`src/rtl/pcvu_pkg.sv`:
```
package pcvu_pkg;

    // Default sizes of the stores and the fixed-point format.
    localparam int C_MAX_PARTICLES = 256;
    localparam int C_MAX_IMAGES    = 27;
    localparam int C_FRAC_BITS     = 16;

    // Image counts for the two modes.
    localparam int C_IMG_3D = 27;
    localparam int C_IMG_2D = 9;

    // Field widths.
    localparam int C_WORD_W = 32;
    localparam int C_IDX_W  = 8;
    localparam int C_OP_W   = 3;
    localparam int C_CFG_W  = 17;
    localparam int C_ROW_W  = 3 * C_WORD_W;

    // The impulse is always scaled by a Q16 step.
    localparam int C_IMP_SHIFT = 16;
    localparam int C_DV_W      = 64 - C_IMP_SHIFT;

    // Restitution factor e is Q16 and below 2^17. On a contact the magnitude
    // of d.u stays below 3*2^32, so 34 bits carry it.
    localparam int C_E_W    = 17;
    localparam int C_BMAG_W = 34;
    localparam int C_NUM_W  = C_E_W + C_BMAG_W;

    // Opcodes of the input word.
    localparam logic [C_OP_W-1:0] OP_WR_POS = 3'd0;
    localparam logic [C_OP_W-1:0] OP_WR_VEL = 3'd1;
    localparam logic [C_OP_W-1:0] OP_WR_IMG = 3'd2;
    localparam logic [C_OP_W-1:0] OP_RUN    = 3'd3;
    localparam logic [C_OP_W-1:0] OP_RD_VEL = 3'd4;

    // Kinds of the output word.
    localparam logic KIND_VEL  = 1'b0;
    localparam logic KIND_DONE = 1'b1;

    // Configuration register indexes.
    localparam logic [1:0] CFG_MOBILE = 2'd0;
    localparam logic [1:0] CFG_TOTAL  = 2'd1;
    localparam logic [1:0] CFG_REST   = 2'd2;
    localparam logic [1:0] CFG_PLANAR = 2'd3;

    // Stage enables from the sequencer to the lanes.
    typedef struct packed {
        logic en_d;
        logic en_p;
        logic en_c;
        logic en_u;
        logic fixed;
    } t_lane_ctl;

    // Saturate a wide signed value to a signed 32-bit word.
    function automatic logic signed [31:0] sat32(input logic signed [63:0] v);
        if (v > 64'sd2147483647) begin
            return 32'sh7fffffff;
        end else if (v < -64'sd2147483648) begin
            return 32'sh80000000;
        end else begin
            return v[31:0];
        end
    endfunction

endpackage

```
`src/rtl/pcvu_div.sv`:
```
module pcvu_div #(
    parameter int NW = pcvu_pkg::C_NUM_W,
    parameter int DW = pcvu_pkg::C_FRAC_BITS + 2
) (
    input  logic          i_clk,
    input  logic          i_rst_n,
    input  logic          i_start,
    input  logic [NW-1:0] i_num,
    input  logic [DW-1:0] i_den,
    output logic          o_done,
    output logic [NW-1:0] o_quot
);

    localparam int CNT_W = $clog2(NW + 1);

    logic             r_busy;
    logic             r_done;
    logic [CNT_W-1:0] r_cnt;
    logic [DW-1:0]    r_rem;
    logic [DW-1:0]    r_den;
    logic [NW-1:0]    r_num;
    logic [NW-1:0]    r_quot;
    logic [DW:0]      trial;
    logic             take;

    // One restoring step: bring down the next numerator bit and subtract.
    always_comb begin
        trial = {r_rem, r_num[NW-1]};
        take  = (trial >= {1'b0, r_den});
    end

    // Control: busy for NW steps after a start, then a done pulse.
    always_ff @(posedge i_clk) begin
        if (!i_rst_n) begin
            r_busy <= 1'b0;
            r_done <= 1'b0;
            r_cnt  <= '0;
        end else begin
            r_done <= 1'b0;
            if (i_start) begin
                r_busy <= 1'b1;
                r_cnt  <= '0;
            end else if (r_busy) begin
                r_cnt <= r_cnt + CNT_W'(1);
                if (r_cnt == CNT_W'(NW - 1)) begin
                    r_busy <= 1'b0;
                    r_done <= 1'b1;
                end
            end
        end
    end

    // Datapath.
    always_ff @(posedge i_clk) begin
        if (i_start) begin
            r_rem <= '0;
            r_den <= i_den;
            r_num <= i_num;
        end else if (r_busy) begin
            r_rem  <= take ? DW'(trial - {1'b0, r_den}) : trial[DW-1:0];
            r_num  <= {r_num[NW-2:0], 1'b0};
            r_quot <= {r_quot[NW-2:0], take};
        end
    end

    assign o_done = r_done;
    assign o_quot = r_quot;

endmodule

```
`config.mk`:
```
export PLATFORM = sky130hd
export DESIGN_NAME = pcvu_div
export DESIGN_NICKNAME = d
export VERILOG_FILES = /design/src/rtl/pcvu_pkg.sv /design/src/rtl/pcvu_div.sv
export SDC_FILE = /design/constraint.sdc
export NUM_CORES = 1
export LEC_CHECK = 0
export BUFFER_PORTS_ARGS = -buffer_cell sky130_fd_sc_hd__buf_2
export CAP_MARGIN = 20
export CORE_ASPECT_RATIO = 0.9
export CORE_UTILIZATION = 50
export DETAILED_ROUTE_END_ITERATION = 8
export PLACE_DENSITY = 0.78
export SLEW_MARGIN = 15
export SYNTH_ARGS = -nofsm -noshare
export SYNTH_HDL_FRONTEND = slang
export SYNTH_SLANG_ARGS = --single-unit
```
`constraint.sdc`:
```
create_clock -name i_clk -period 2.9 [get_ports i_clk]
set_clock_uncertainty 0.15 [all_clocks]
set_input_delay 0.58 -clock i_clk [delete_from_list [all_inputs] [get_ports i_clk]]
set_output_delay 0.58 -clock i_clk [all_outputs]
set_load 0.005 [all_outputs]
```
==> run_summary.xml, run 1 <==
<?xml version="1.0" encoding="UTF-8"?>
<metrics>
  <group name="flow_run">
    <metric name="maxCapViolations" unit="">0</metric>
  </group>
  <group name="grt">
    <metric name="grt_max_degree" unit="">36</metric>
    <metric name="grt_residual_overflow" unit="">0</metric>
    <metric name="grt_pass1_vias" unit="">3885</metric>
    <metric name="grtUsageTotal" unit="">0.199</metric>
    <metric name="grt_pass1_wl" unit="mm">19.2</metric>
    <metric name="initial_antenna_violation_count" unit="">0</metric>
  </group>
  <group name="timing">
    <metric name="final_number_of_max_transition_violations" unit="">0</metric>
    <metric name="setup_violations" unit="">0</metric>
    <metric name="setup_repair_after_global_routing_missed_its_margin" unit="">false</metric>
    <metric name="fin_setup_tns" unit="ns">0</metric>
    <metric name="tightest_slew" unit="ns">0.420</metric>
    <metric name="relSlewSlack" unit="">0.720</metric>
    <metric name="post-route-min-period" unit="ns">2.60</metric>
    <metric name="max_freq" unit="GHz">0.384</metric>
    <metric name="report.final.hold_viol_count" unit="">0</metric>
    <metric name="holdWs" unit="ns">0.185</metric>
    <metric name="final_min_period_over_clock_period" unit="">0.897</metric>
  </group>
  <group name="clock_network">
    <metric name="htreeDepth" unit="">4</metric>
    <metric name="max-clock-path-buffers" unit="">2</metric>
    <metric name="clk_transition_reported_paths" unit="ns">0.06</metric>
    <metric name="tritoncts_sinks" unit="">146</metric>
    <metric name="post-cts-setup-buffer-count" unit="">0</metric>
    <metric name="cts_tree" unit="">built</metric>
    <metric name="clock_buffers_created_by_tritoncts" unit="">17</metric>
    <metric name="ctsRootBufferMaster" unit="">sky130_fd_sc_hd__clkbuf_16</metric>
    <metric name="clock_insertion_delay_worst_skew" unit="ns">0.42</metric>
  </group>
  <group name="yosys">
    <metric name="synth_area_leaders" unit="">sky130_fd_sc_hd__edfxtp_1, sky130_fd_sc_hd__mux2_2, sky130_fd_sc_hd__dfxtp_1</metric>
    <metric name="synth_area_leader_cell" unit="">sky130_fd_sc_hd__edfxtp_1</metric>
    <metric name="syn_area" unit="sq um">6230</metric>
    <metric name="synthesis.nets" unit="">522</metric>
    <metric name="most_frequent_cell_after_synthesis" unit="">sky130_fd_sc_hd__edfxtp_1</metric>
    <metric name="synth.lib_cells_used.distinct" unit="">46</metric>
    <metric name="yosys_warnings" unit="">0</metric>
    <metric name="netlist_top_cells_count" unit="">sky130_fd_sc_hd__edfxtp_1, sky130_fd_sc_hd__mux2_2, sky130_fd_sc_hd__nand2_1</metric>
    <metric name="post_synth_inst_count" unit="">429</metric>
    <metric name="synthDominantCellAreaShare" unit="">0.578</metric>
    <metric name="sequential_area_share_after_synthesis" unit="">0.662</metric>
    <metric name="synth_edf_count" unit="">120</metric>
    <metric name="syn_area_per_cell" unit="sq um">14.5</metric>
    <metric name="synthFlopType" unit="">sky130_fd_sc_hd__edfxtp_1</metric>
    <metric name="async_reset_ff_frac" unit="">0</metric>
    <metric name="postSynthRegisterBits" unit="">146</metric>
  </group>
  <group name="setup_path">
    <metric name="critPathLaunchType" unit="">flop</metric>
    <metric name="reg2reg_setup_slack" unit="ns">0.30</metric>
    <metric name="cp_top_family" unit="">compound AO/OA/AOI/OAI gates</metric>
    <metric name="timing_worst_setup_path_type" unit="">reg -&gt; reg</metric>
    <metric name="worst_setup_path_end_kind" unit="">flop</metric>
    <metric name="cp.arrival" unit="ns">2.80</metric>
    <metric name="critPathMaxStageDelay" unit="ns">0.42</metric>
    <metric name="r2r_cells" unit="">11</metric>
    <metric name="cp_data_required_time" unit="ns">3.10</metric>
    <metric name="worstPathMaxFanout" unit="">4</metric>
    <metric name="critical_path.cell_chain" unit="">inv_1, ha_1, inv_1, fa_1, a211oi_1, o211ai_1, a21boi_1, a31oi_1, o41ai_1, mux2i_1, o21ai_0</metric>
    <metric name="worstSetupPathDepth" unit="">11</metric>
    <metric name="worst-path-buf-inv" unit="">2</metric>
    <metric name="critical-path-slowest-cell" unit="">sky130_fd_sc_hd__fa_1</metric>
    <metric name="crit_top_cell" unit="">sky130_fd_sc_hd__inv_1</metric>
  </group>
  <group name="route">
    <metric name="wirelength" unit="mm">11.8</metric>
    <metric name="routed_wire_length_per_instance" unit="um">16.0</metric>
    <metric name="routed_vias_inst" unit="">5.24</metric>
    <metric name="detailroute.via_count" unit="">3882</metric>
    <metric name="drcViolationCount" unit="">0</metric>
    <metric name="detailedRoute.firstIterationViolations" unit="">204</metric>
    <metric name="number_of_nets_still_failing_antenna_checks_after_routing" unit="">0</metric>
    <metric name="detailedRoute.firstPassIterationCount" unit="">5</metric>
  </group>
  <group name="cells_and_area">
    <metric name="drive_gt1_frac" unit="">0.382</metric>
    <metric name="layout-area-overhead-vs-synth" unit="%">22.3</metric>
    <metric name="num_antenna_cells" unit="">0</metric>
    <metric name="num-nets-final" unit="">661</metric>
    <metric name="layout.filler_cells" unit="">975</metric>
  </group>
  <group name="hold_path">
    <metric name="hold_path.class" unit="">in -&gt; reg</metric>
    <metric name="timing.hold.worst_path_depth" unit="">1</metric>
  </group>
  <group name="placed_design">
    <metric name="place_hpwl" unit="mm">8.35</metric>
    <metric name="gp_congestion" unit="">0.927</metric>
    <metric name="buffer_ports.inserted" unit="">123</metric>
  </group>
  <group name="floorplanning">
    <metric name="die_area" unit="sq um">12900</metric>
    <metric name="die_w" unit="um">120</metric>
    <metric name="num_io_pins" unit="">124</metric>
    <metric name="core_area" unit="sq um">12100</metric>
    <metric name="floorplan.initialDensity" unit="">0.514</metric>
    <metric name="chipHeight" unit="um">108</metric>
    <metric name="placementRows" unit="">38</metric>
  </group>
  <group name="power">
    <metric name="leakage" unit="nW">3.06</metric>
    <metric name="power.density" unit="nW/um^2">655</metric>
    <metric name="vdd.ir_drop.worst" unit="V">0.000499</metric>
  </group>
  <group name="outcome">
    <metric name="outcome" unit="">finished, final reports clean</metric>
  </group>
</metrics>
## cells in the final DEF, fill, tap and decap left out, drive strengths merged, types with 11 or more instances in the layout
master and instances:
dfxtp 26, edfxtp 120, o21ai 19, a21oi 22, mux2 50, clkbuf 24, nand2 29, ha 20
nor2 17, buf 135, xor2 11, inv 24
## power breakdown
group          switching [W]  internal, W  total [W]
combinational       0.000224     0.000198   0.000421
sequential         0.0000476      0.00242    0.00247
clock               0.000786      0.00131    0.00210
total                0.00106      0.00393    0.00499
## layout make-up
type	instances	area [sq um]	share of cell area
inverter	23	86.3	0.0113
multi-input combinational	245	1930	0.254
timing repair buffer	135	706	0.0926
sequential	146	4120	0.541
clock inverter	8	103	0.0135
clock buffer	24	472	0.0619
tap	160	200	0.0263
## per-stage QoR
step | util | setup slack (ns) | cells | area, sq um | power (W)
2_1_floorplan | - | 0.468 | 429 | 6230 | 0.00278
3_3_place_gp | 0.581 | 0.296 | 709 | 7050 | 0.00291
3_5_place_dp | 0.581 | 0.220 | 709 | 7050 | 0.00293
4_1_cts | 0.629 | 0.190 | 741 | 7620 | 0.00505
5_1_grt | 0.629 | 0.0633 | 741 | 7620 | 0.00518
6_report | 0.629 | 0.299 | 741 | 7620 | 0.00499
## repair_timing
item | CTS | global route
endpoints found under the setup margin | 0 | 2
resized for setup | 0 | 1
hold buffers | 0 | 0
## sequential cells by signal, indices dropped and copies added, names as in the netlist
signal,cells
o_quot,51
r_num,51
r_den,18
r_rem,18
r_cnt,6
o_done,1
r_busy,1
## final timing paths
check / from / end
setup / recovery: r_num[50]$_DFFE_PP_ / r_rem[14]$_SDFFE_PP0P_
hold / removal: i_den[3] / r_den[3]$_DFFE_PP_
setup reg to reg: r_num[50]$_DFFE_PP_ / r_rem[14]$_SDFFE_PP0P_
hold reg to reg: o_quot[34]$_DFFE_PP_ / o_quot[35]$_DFFE_PP_
## layer usage
layer,vias to the layer above,track usage,wire length (um)
li1,1888,-,-
met1,1833,0.251,5230
met2,144,0.305,5580
met3,17,0.0726,800
met4,0,0.0964,212
met5,-,0,0
## cells by family (layout without fill, tap and decap cells)
| logic type | count (synthesis) | after routing | synth area share |
|---|---|---|---|
| AOI/OAI and AO/OA | 77 | 77 | 0.0849 |
| xor gates and xnor gates | 19 | 19 | 0.0267 |
| adders and majority gates | 21 | 21 | 0.0434 |
| buffers and inverters | 38 | 190 | 0.0283 |
| DFF | 146 | 146 | 0.662 |
| muxes | 59 | 59 | 0.105 |
| and+or+nand+nor | 69 | 69 | 0.0504 |
Note: power is estimated with default switching activity, not from simulation.
==> run 2, diff against run 1 <==
--- a/config.mk
+++ b/config.mk
@@ -10,7 +10,7 @@
 export CORE_ASPECT_RATIO = 0.9
 export CORE_UTILIZATION = 50
 export DETAILED_ROUTE_END_ITERATION = 8
-export PLACE_DENSITY = 0.78
+export PLACE_DENSITY = 0.76
 export SLEW_MARGIN = 15
 export SYNTH_ARGS = -nofsm -noshare
 export SYNTH_HDL_FRONTEND = slang
==> run 2 against run 1 <==
  * Sequential power hardly changed
  * Combinational power is 2% higher
  * Clock power rose by 2%
  * Total power rose by 1.2%
  * Highest routed layer is now met5
  * Design area is 0.48% higher
  * Routed wire length up 0.84%
  * Core utilization rose by 0.30 points
==> run_summary.xml, run 2 (same netlist as run 1, synthesis figures left out) <==
<?xml version="1.0" encoding="UTF-8"?>
<metrics>
  <group name="clock_network">
    <metric name="ctsRootBufferMaster" unit="">sky130_fd_sc_hd__clkbuf_16</metric>
    <metric name="cts.repair.resized" unit="">0</metric>
    <metric name="clk_transition_reported_paths" unit="ns">0.06</metric>
    <metric name="htreeDepth" unit="">4</metric>
    <metric name="clock_buffers_created_by_tritoncts" unit="">17</metric>
    <metric name="max-clock-path-buffers" unit="">2</metric>
    <metric name="tritoncts_sinks" unit="">146</metric>
    <metric name="ctsHoldBuffers" unit="">0</metric>
    <metric name="post-cts-setup-buffer-count" unit="">0</metric>
    <metric name="clock_insertion_delay_worst_skew" unit="ns">0.43</metric>
    <metric name="cts_tree" unit="">built</metric>
  </group>
  <group name="floorplanning">
    <metric name="num_io_pins" unit="">124</metric>
    <metric name="placementRows" unit="">38</metric>
    <metric name="die_w" unit="um">120</metric>
    <metric name="core_area" unit="sq um">12100</metric>
    <metric name="chipHeight" unit="um">108</metric>
    <metric name="floorplan.initialDensity" unit="">0.514</metric>
    <metric name="die_area" unit="sq um">12900</metric>
  </group>
  <group name="placed_design">
    <metric name="gp_congestion" unit="">0.871</metric>
    <metric name="place_hpwl" unit="mm">8.12</metric>
    <metric name="post-place-ws" unit="ns">0.308</metric>
    <metric name="buffer_ports.inserted" unit="">123</metric>
  </group>
  <group name="grt">
    <metric name="grt_pass1_wl" unit="mm">19.0</metric>
    <metric name="grt_pass1_vias" unit="">3815</metric>
    <metric name="initial_antenna_violation_count" unit="">1</metric>
    <metric name="grt_residual_overflow" unit="">0</metric>
    <metric name="grt_max_degree" unit="">77</metric>
    <metric name="grtUsageTotal" unit="">0.197</metric>
  </group>
  <group name="timing">
    <metric name="final_min_period_over_clock_period" unit="">0.917</metric>
    <metric name="tightest_slew" unit="ns">0.445</metric>
    <metric name="fin_ws" unit="ns">0.240</metric>
    <metric name="setup_repair_after_global_routing_missed_its_margin" unit="">false</metric>
    <metric name="fin_setup_tns" unit="ns">0</metric>
    <metric name="report.final.hold_viol_count" unit="">0</metric>
    <metric name="setup_violations" unit="">0</metric>
    <metric name="relSlewSlack" unit="">0.703</metric>
    <metric name="max_freq" unit="GHz">0.376</metric>
    <metric name="final_number_of_max_transition_violations" unit="">0</metric>
    <metric name="post-route-min-period" unit="ns">2.66</metric>
    <metric name="holdWs" unit="ns">0.173</metric>
  </group>
  <group name="cells_and_area">
    <metric name="num-nets-final" unit="">659</metric>
    <metric name="layout.cells.most_common" unit="">sky130_fd_sc_hd__buf_2</metric>
    <metric name="layout-area-overhead-vs-synth" unit="%">22.9</metric>
    <metric name="num_antenna_cells" unit="">0</metric>
    <metric name="mostFrequentLayoutCells" unit="">sky130_fd_sc_hd__buf_2, sky130_fd_sc_hd__edfxtp_1, sky130_fd_sc_hd__mux2_2</metric>
    <metric name="drive_gt1_frac" unit="">0.385</metric>
    <metric name="layout.filler_cells" unit="">903</metric>
  </group>
  <group name="route">
    <metric name="drcViolationCount" unit="">0</metric>
    <metric name="detailroute.via_count" unit="">3896</metric>
    <metric name="detailedRoute.firstPassIterationCount" unit="">5</metric>
    <metric name="wirelength" unit="mm">11.9</metric>
    <metric name="routed_wire_length_per_instance" unit="um">16.1</metric>
    <metric name="number_of_nets_still_failing_antenna_checks_after_routing" unit="">0</metric>
    <metric name="routed_vias_inst" unit="">5.27</metric>
    <metric name="detailedRoute.firstIterationViolations" unit="">261</metric>
  </group>
  <group name="power">
    <metric name="post-layout-total-power" unit="W">0.00505</metric>
    <metric name="leakage" unit="nW">3.09</metric>
    <metric name="vdd.ir_drop.worst" unit="V">0.000425</metric>
    <metric name="power.density" unit="nW/um^2">659</metric>
  </group>
  <group name="setup_path">
    <metric name="cp_data_required_time" unit="ns">3.10</metric>
    <metric name="reg2reg_setup_slack" unit="ns">0.24</metric>
    <metric name="worstPathMaxFanout" unit="">4</metric>
    <metric name="worst_setup_path_end_kind" unit="">flop</metric>
    <metric name="critPathLaunchType" unit="">flop</metric>
    <metric name="timing_worst_setup_path_type" unit="">reg -&gt; reg</metric>
    <metric name="cp.arrival" unit="ns">2.86</metric>
  </group>
  <group name="outcome">
    <metric name="outcome" unit="">finished, final reports clean</metric>
  </group>
  <group name="hold_path">
    <metric name="hold_path.class" unit="">in -&gt; reg</metric>
  </group>
  <group name="flow_run">
    <metric name="maxCapViolations" unit="">0</metric>
  </group>
</metrics>
-- run 2: cell types whose count changed in the layout (fill, tap and decap cells not counted), sizes merged --
| cell | before | now |
|---|---|---|
| bufinv | 2 | 1 |
| inv | 24 | 28 |
| clkinvlp | 2 | 0 |
| clkinv | 3 | 4 |
| buf | 135 | 133 |
| clkbuf | 24 | 22 |
-- run 2: final cells by class --
cell class | instances | area, sq um | area share
Clock buffer | 22 | 497 | 0.0648
Clock inverter | 10 | 91.3 | 0.0119
Inverter | 23 | 86.3 | 0.0113
Multi-Input combinational cell | 245 | 1930 | 0.252
Sequential cell | 146 | 4120 | 0.538
Tap cell | 160 | 200 | 0.0261
Timing Repair Buffer | 133 | 728 | 0.0951
-- run 2: final timing paths --
| path | from | to | depth (start not counted) |
|---|---|---|---|
| max | r_num[50]$_DFFE_PP_ | r_rem[14]$_SDFFE_PP0P_ | 12 |
| min | i_den[8] | r_den[8]$_DFFE_PP_ | 1 |
| max reg2reg | r_num[50]$_DFFE_PP_ | r_rem[14]$_SDFFE_PP0P_ | 12 |
| min reg2reg | o_quot[38]$_DFFE_PP_ | o_quot[39]$_DFFE_PP_ | 0 |
-- run 2: routing by layer --
metal | track usage | part of all wire
met2 | 0.301 | 0.47
met5 | 0 | 0.0011
met3 | 0.0683 | 0.061
met1 | 0.258 | 0.45
met4 | 0.0821 | 0.011
-- run 2: critical path, stage by stage, from the launching register on --
cell and delay, ns:
sky130_fd_sc_hd__edfxtp_1 0.41, sky130_fd_sc_hd__inv_1 0.08, sky130_fd_sc_hd__ha_1 0.16, sky130_fd_sc_hd__inv_1 0.05
sky130_fd_sc_hd__fa_1 0.41, sky130_fd_sc_hd__a211oi_1 0.40, sky130_fd_sc_hd__o211ai_1 0.16, sky130_fd_sc_hd__a21boi_0 0.19
sky130_fd_sc_hd__buf_4 0.16, sky130_fd_sc_hd__a31oi_1 0.08, sky130_fd_sc_hd__o41ai_1 0.08, sky130_fd_sc_hd__mux2i_1 0.11
sky130_fd_sc_hd__o21ai_0 0.14
-- run 2: stage by stage --
step,instance area [sq um],util,std cells
2_1_floorplan,6230,-,429
3_3_place_gp,7070,0.583,707
3_5_place_dp,7070,0.583,707
4_1_cts,7660,0.632,739
5_1_grt,7660,0.632,739
6_report,7660,0.632,739
-- run 2: power breakdown --
group          total, W  leakage (nW)  internal (W)  switching [W]
registers       0.00247          1.37       0.00242      0.0000471
clock network   0.00215         0.296       0.00131       0.000846
logic          0.000428          1.42      0.000202       0.000226
==> run 3, diff against run 2 <==
--- a/config.mk
+++ b/config.mk
@@ -8,6 +8,7 @@
 export BUFFER_PORTS_ARGS = -buffer_cell sky130_fd_sc_hd__buf_2
 export CAP_MARGIN = 20
 export CORE_ASPECT_RATIO = 0.9
+export CORE_MARGIN = 4
 export CORE_UTILIZATION = 50
 export DETAILED_ROUTE_END_ITERATION = 8
 export PLACE_DENSITY = 0.76
==> run 3 against run 2 <==
  * Sequential cell count unchanged
  * Sequential power hardly changed
  * Total power is 0.73% higher
  * Highest routed layer is now met4
  * Clock power is 2% higher
  * Cell count unchanged
  * Hold slack improved by 0.015 ns
  * Critical path type unchanged
  * Design area is essentially flat
  * Register-to-register slack gained 0.03 ns
==> run_summary.xml, run 3 (same netlist as run 1, synthesis figures left out) <==
<?xml version="1.0" encoding="UTF-8"?>
<metrics>
  <group name="floorplanning">
    <metric name="die_area" unit="sq um">14300</metric>
    <metric name="floorplan.initialDensity" unit="">0.514</metric>
    <metric name="core_area" unit="sq um">12100</metric>
    <metric name="num_io_pins" unit="">124</metric>
    <metric name="chipHeight" unit="um">114</metric>
    <metric name="placementRows" unit="">38</metric>
    <metric name="die_w" unit="um">126</metric>
  </group>
  <group name="clock_network">
    <metric name="tritoncts_sinks" unit="">146</metric>
    <metric name="cts.repair.resized" unit="">0</metric>
    <metric name="ctsRootBufferMaster" unit="">sky130_fd_sc_hd__clkbuf_16</metric>
    <metric name="post-cts-setup-buffer-count" unit="">0</metric>
    <metric name="clock_insertion_delay_worst_skew" unit="ns">0.41</metric>
    <metric name="clk_transition_reported_paths" unit="ns">0.06</metric>
    <metric name="ctsHoldBuffers" unit="">0</metric>
    <metric name="htreeDepth" unit="">4</metric>
    <metric name="max-clock-path-buffers" unit="">2</metric>
    <metric name="cts_tree" unit="">built</metric>
    <metric name="clock_buffers_created_by_tritoncts" unit="">17</metric>
  </group>
  <group name="hold_path">
    <metric name="hold_path.class" unit="">in -&gt; reg</metric>
    <metric name="timing.hold.worst_path_depth" unit="">1</metric>
    <metric name="min_from" unit="">i_den[8]</metric>
    <metric name="min_delay_worst_endpoint" unit="">r_den[8]$_DFFE_PP_</metric>
  </group>
  <group name="timing">
    <metric name="setup_violations" unit="">0</metric>
    <metric name="tightest_slew" unit="ns">0.598</metric>
    <metric name="relSlewSlack" unit="">0.601</metric>
    <metric name="max_freq" unit="GHz">0.380</metric>
    <metric name="report.final.hold_viol_count" unit="">0</metric>
    <metric name="fin_ws" unit="ns">0.270</metric>
    <metric name="final_number_of_max_transition_violations" unit="">0</metric>
    <metric name="fin_setup_tns" unit="ns">0</metric>
    <metric name="final_min_period_over_clock_period" unit="">0.907</metric>
    <metric name="post-route-min-period" unit="ns">2.63</metric>
    <metric name="setup_repair_after_global_routing_missed_its_margin" unit="">false</metric>
  </group>
  <group name="setup_path">
    <metric name="timing_worst_setup_path_type" unit="">reg -&gt; reg</metric>
    <metric name="worst_setup_path_end_kind" unit="">flop</metric>
    <metric name="worstPathMaxFanout" unit="">4</metric>
    <metric name="crit_top_cell" unit="">sky130_fd_sc_hd__inv_1</metric>
    <metric name="cp_data_required_time" unit="ns">3.09</metric>
    <metric name="cp_top_family" unit="">compound AO/OA/AOI/OAI gates</metric>
    <metric name="r2r_cells" unit="">12</metric>
    <metric name="critPathLaunchType" unit="">flop</metric>
    <metric name="worst_r2r_start" unit="">r_num[50]$_DFFE_PP_</metric>
    <metric name="critical_path.cell_chain" unit="">inv_1, ha_1, inv_1, fa_1, a211oi_1, o211ai_1, a21boi_0, buf_4, a31oi_1, o41ai_1, mux2i_1, o21ai_0</metric>
    <metric name="worst-path-buf-inv" unit="">3</metric>
    <metric name="critPathMaxStageDelay" unit="ns">0.41</metric>
    <metric name="reg2reg_setup_slack" unit="ns">0.27</metric>
    <metric name="r2r_end" unit="">r_rem[14]$_SDFFE_PP0P_</metric>
    <metric name="cp.arrival" unit="ns">2.82</metric>
    <metric name="critical-path-slowest-cell" unit="">sky130_fd_sc_hd__fa_1</metric>
  </group>
  <group name="outcome">
    <metric name="outcome" unit="">finished, final reports clean</metric>
  </group>
  <group name="flow_run">
    <metric name="maxCapViolations" unit="">0</metric>
  </group>
  <group name="route">
    <metric name="detailedRoute.firstPassIterationCount" unit="">5</metric>
    <metric name="wirelength" unit="mm">12.2</metric>
    <metric name="routed_vias_inst" unit="">5.30</metric>
    <metric name="number_of_nets_still_failing_antenna_checks_after_routing" unit="">0</metric>
    <metric name="detailedRoute.firstIterationViolations" unit="">190</metric>
    <metric name="drcViolationCount" unit="">0</metric>
    <metric name="detailroute.via_count" unit="">3919</metric>
    <metric name="routed_wire_length_per_instance" unit="um">16.5</metric>
  </group>
  <group name="grt">
    <metric name="grtUsageTotal" unit="">0.180</metric>
    <metric name="grt_pass1_wl" unit="mm">20.3</metric>
    <metric name="grt_max_degree" unit="">77</metric>
    <metric name="initial_antenna_violation_count" unit="">0</metric>
    <metric name="grt_residual_overflow" unit="">0</metric>
    <metric name="grt_pass1_vias" unit="">4020</metric>
  </group>
  <group name="cells_and_area">
    <metric name="layout.cells.most_common" unit="">sky130_fd_sc_hd__buf_2</metric>
    <metric name="num-nets-final" unit="">658</metric>
    <metric name="mostFrequentLayoutCells" unit="">sky130_fd_sc_hd__buf_2, sky130_fd_sc_hd__edfxtp_1, sky130_fd_sc_hd__mux2_2</metric>
    <metric name="layout.filler_cells" unit="">955</metric>
    <metric name="drive_gt1_frac" unit="">0.384</metric>
    <metric name="layout-area-overhead-vs-synth" unit="%">22.8</metric>
  </group>
  <group name="power">
    <metric name="swShare" unit="">0.219</metric>
    <metric name="power.density" unit="nW/um^2">664</metric>
    <metric name="power_frac_comb" unit="">0.085</metric>
    <metric name="power.switching" unit="W">0.00112</metric>
    <metric name="pwr-share-clk" unit="">0.430</metric>
    <metric name="vdd.ir_drop.worst" unit="V">0.000419</metric>
    <metric name="post-layout-total-power" unit="W">0.00509</metric>
    <metric name="internal_dissipation" unit="W">0.00397</metric>
    <metric name="power.share.sequential" unit="">0.485</metric>
    <metric name="leakage" unit="nW">3.08</metric>
  </group>
  <group name="placed_design">
    <metric name="place_hpwl" unit="mm">8.32</metric>
    <metric name="buffer_ports.inserted" unit="">123</metric>
    <metric name="gp_congestion" unit="">0.929</metric>
    <metric name="post-place-ws" unit="ns">0.300</metric>
  </group>
</metrics>
## run 3: worst max path at each step
stage                              startpoint                     end  slack, ns  cells after the start
final                     r_num[50]$_DFFE_PP_  r_rem[14]$_SDFFE_PP0P_       0.27                     12
after global routing      r_num[50]$_DFFE_PP_  r_rem[14]$_SDFFE_PP0P_       0.07                     12
after CTS                  r_den[3]$_DFFE_PP_   r_rem[8]$_SDFFE_PP0P_       0.27                     10
after detailed placement   r_den[3]$_DFFE_PP_   r_rem[8]$_SDFFE_PP0P_       0.30                     10
after global placement    r_num[50]$_DFFE_PP_  r_rem[12]$_SDFFE_PP0P_       0.43                     11
after floorplan                       i_start  r_num[0]$_SDFFCE_PN0P_       0.47                      3
## run 3: power groups by stage
stage | sequential [W] | combinational (W) | clock, W
after floorplan | 0.00250 | 0.000277 | 0
after global placement | 0.00251 | 0.000415 | 0
after detailed placement | 0.00251 | 0.000429 | 0
after CTS | 0.00247 | 0.000434 | 0.00224
after global routing | 0.00248 | 0.000481 | 0.00235
final | 0.00247 | 0.000431 | 0.00219
## run 3: per-layer routing
metal,vias up,routed length [um],global-route usage
met1,1901,5230,0.226
met2,119,5910,0.285
met3,14,949,0.0777
met4,0,125,0.0549
met5,-,0,0
li1,1885,-,-
## run 3: metrics by stage
| step | hold WS, ns | util | cell area [sq um] | cells |
|---|---|---|---|---|
| 2_1_floorplan | 0.295 | - | 6230 | 429 |
| 3_3_place_gp | 0.277 | 0.583 | 7060 | 706 |
| 3_5_place_dp | 0.278 | 0.583 | 7060 | 706 |
| 4_1_cts | 0.169 | 0.631 | 7650 | 738 |
| 5_1_grt | 0.162 | 0.631 | 7650 | 738 |
| 6_report | 0.188 | 0.632 | 7660 | 739 |
## run 3: final cells by class
type                       instances  area (sq um)  area share
clock inverter                    14           161      0.0211
multi-input combinational        245          1930       0.252
tap                              160           200      0.0261
clock buffer                      18           429      0.0560
sequential                       146          4120       0.539
timing repair buffer             132           721      0.0941
inverter                          23          86.3      0.0113
antenna                            1          2.50    0.000327
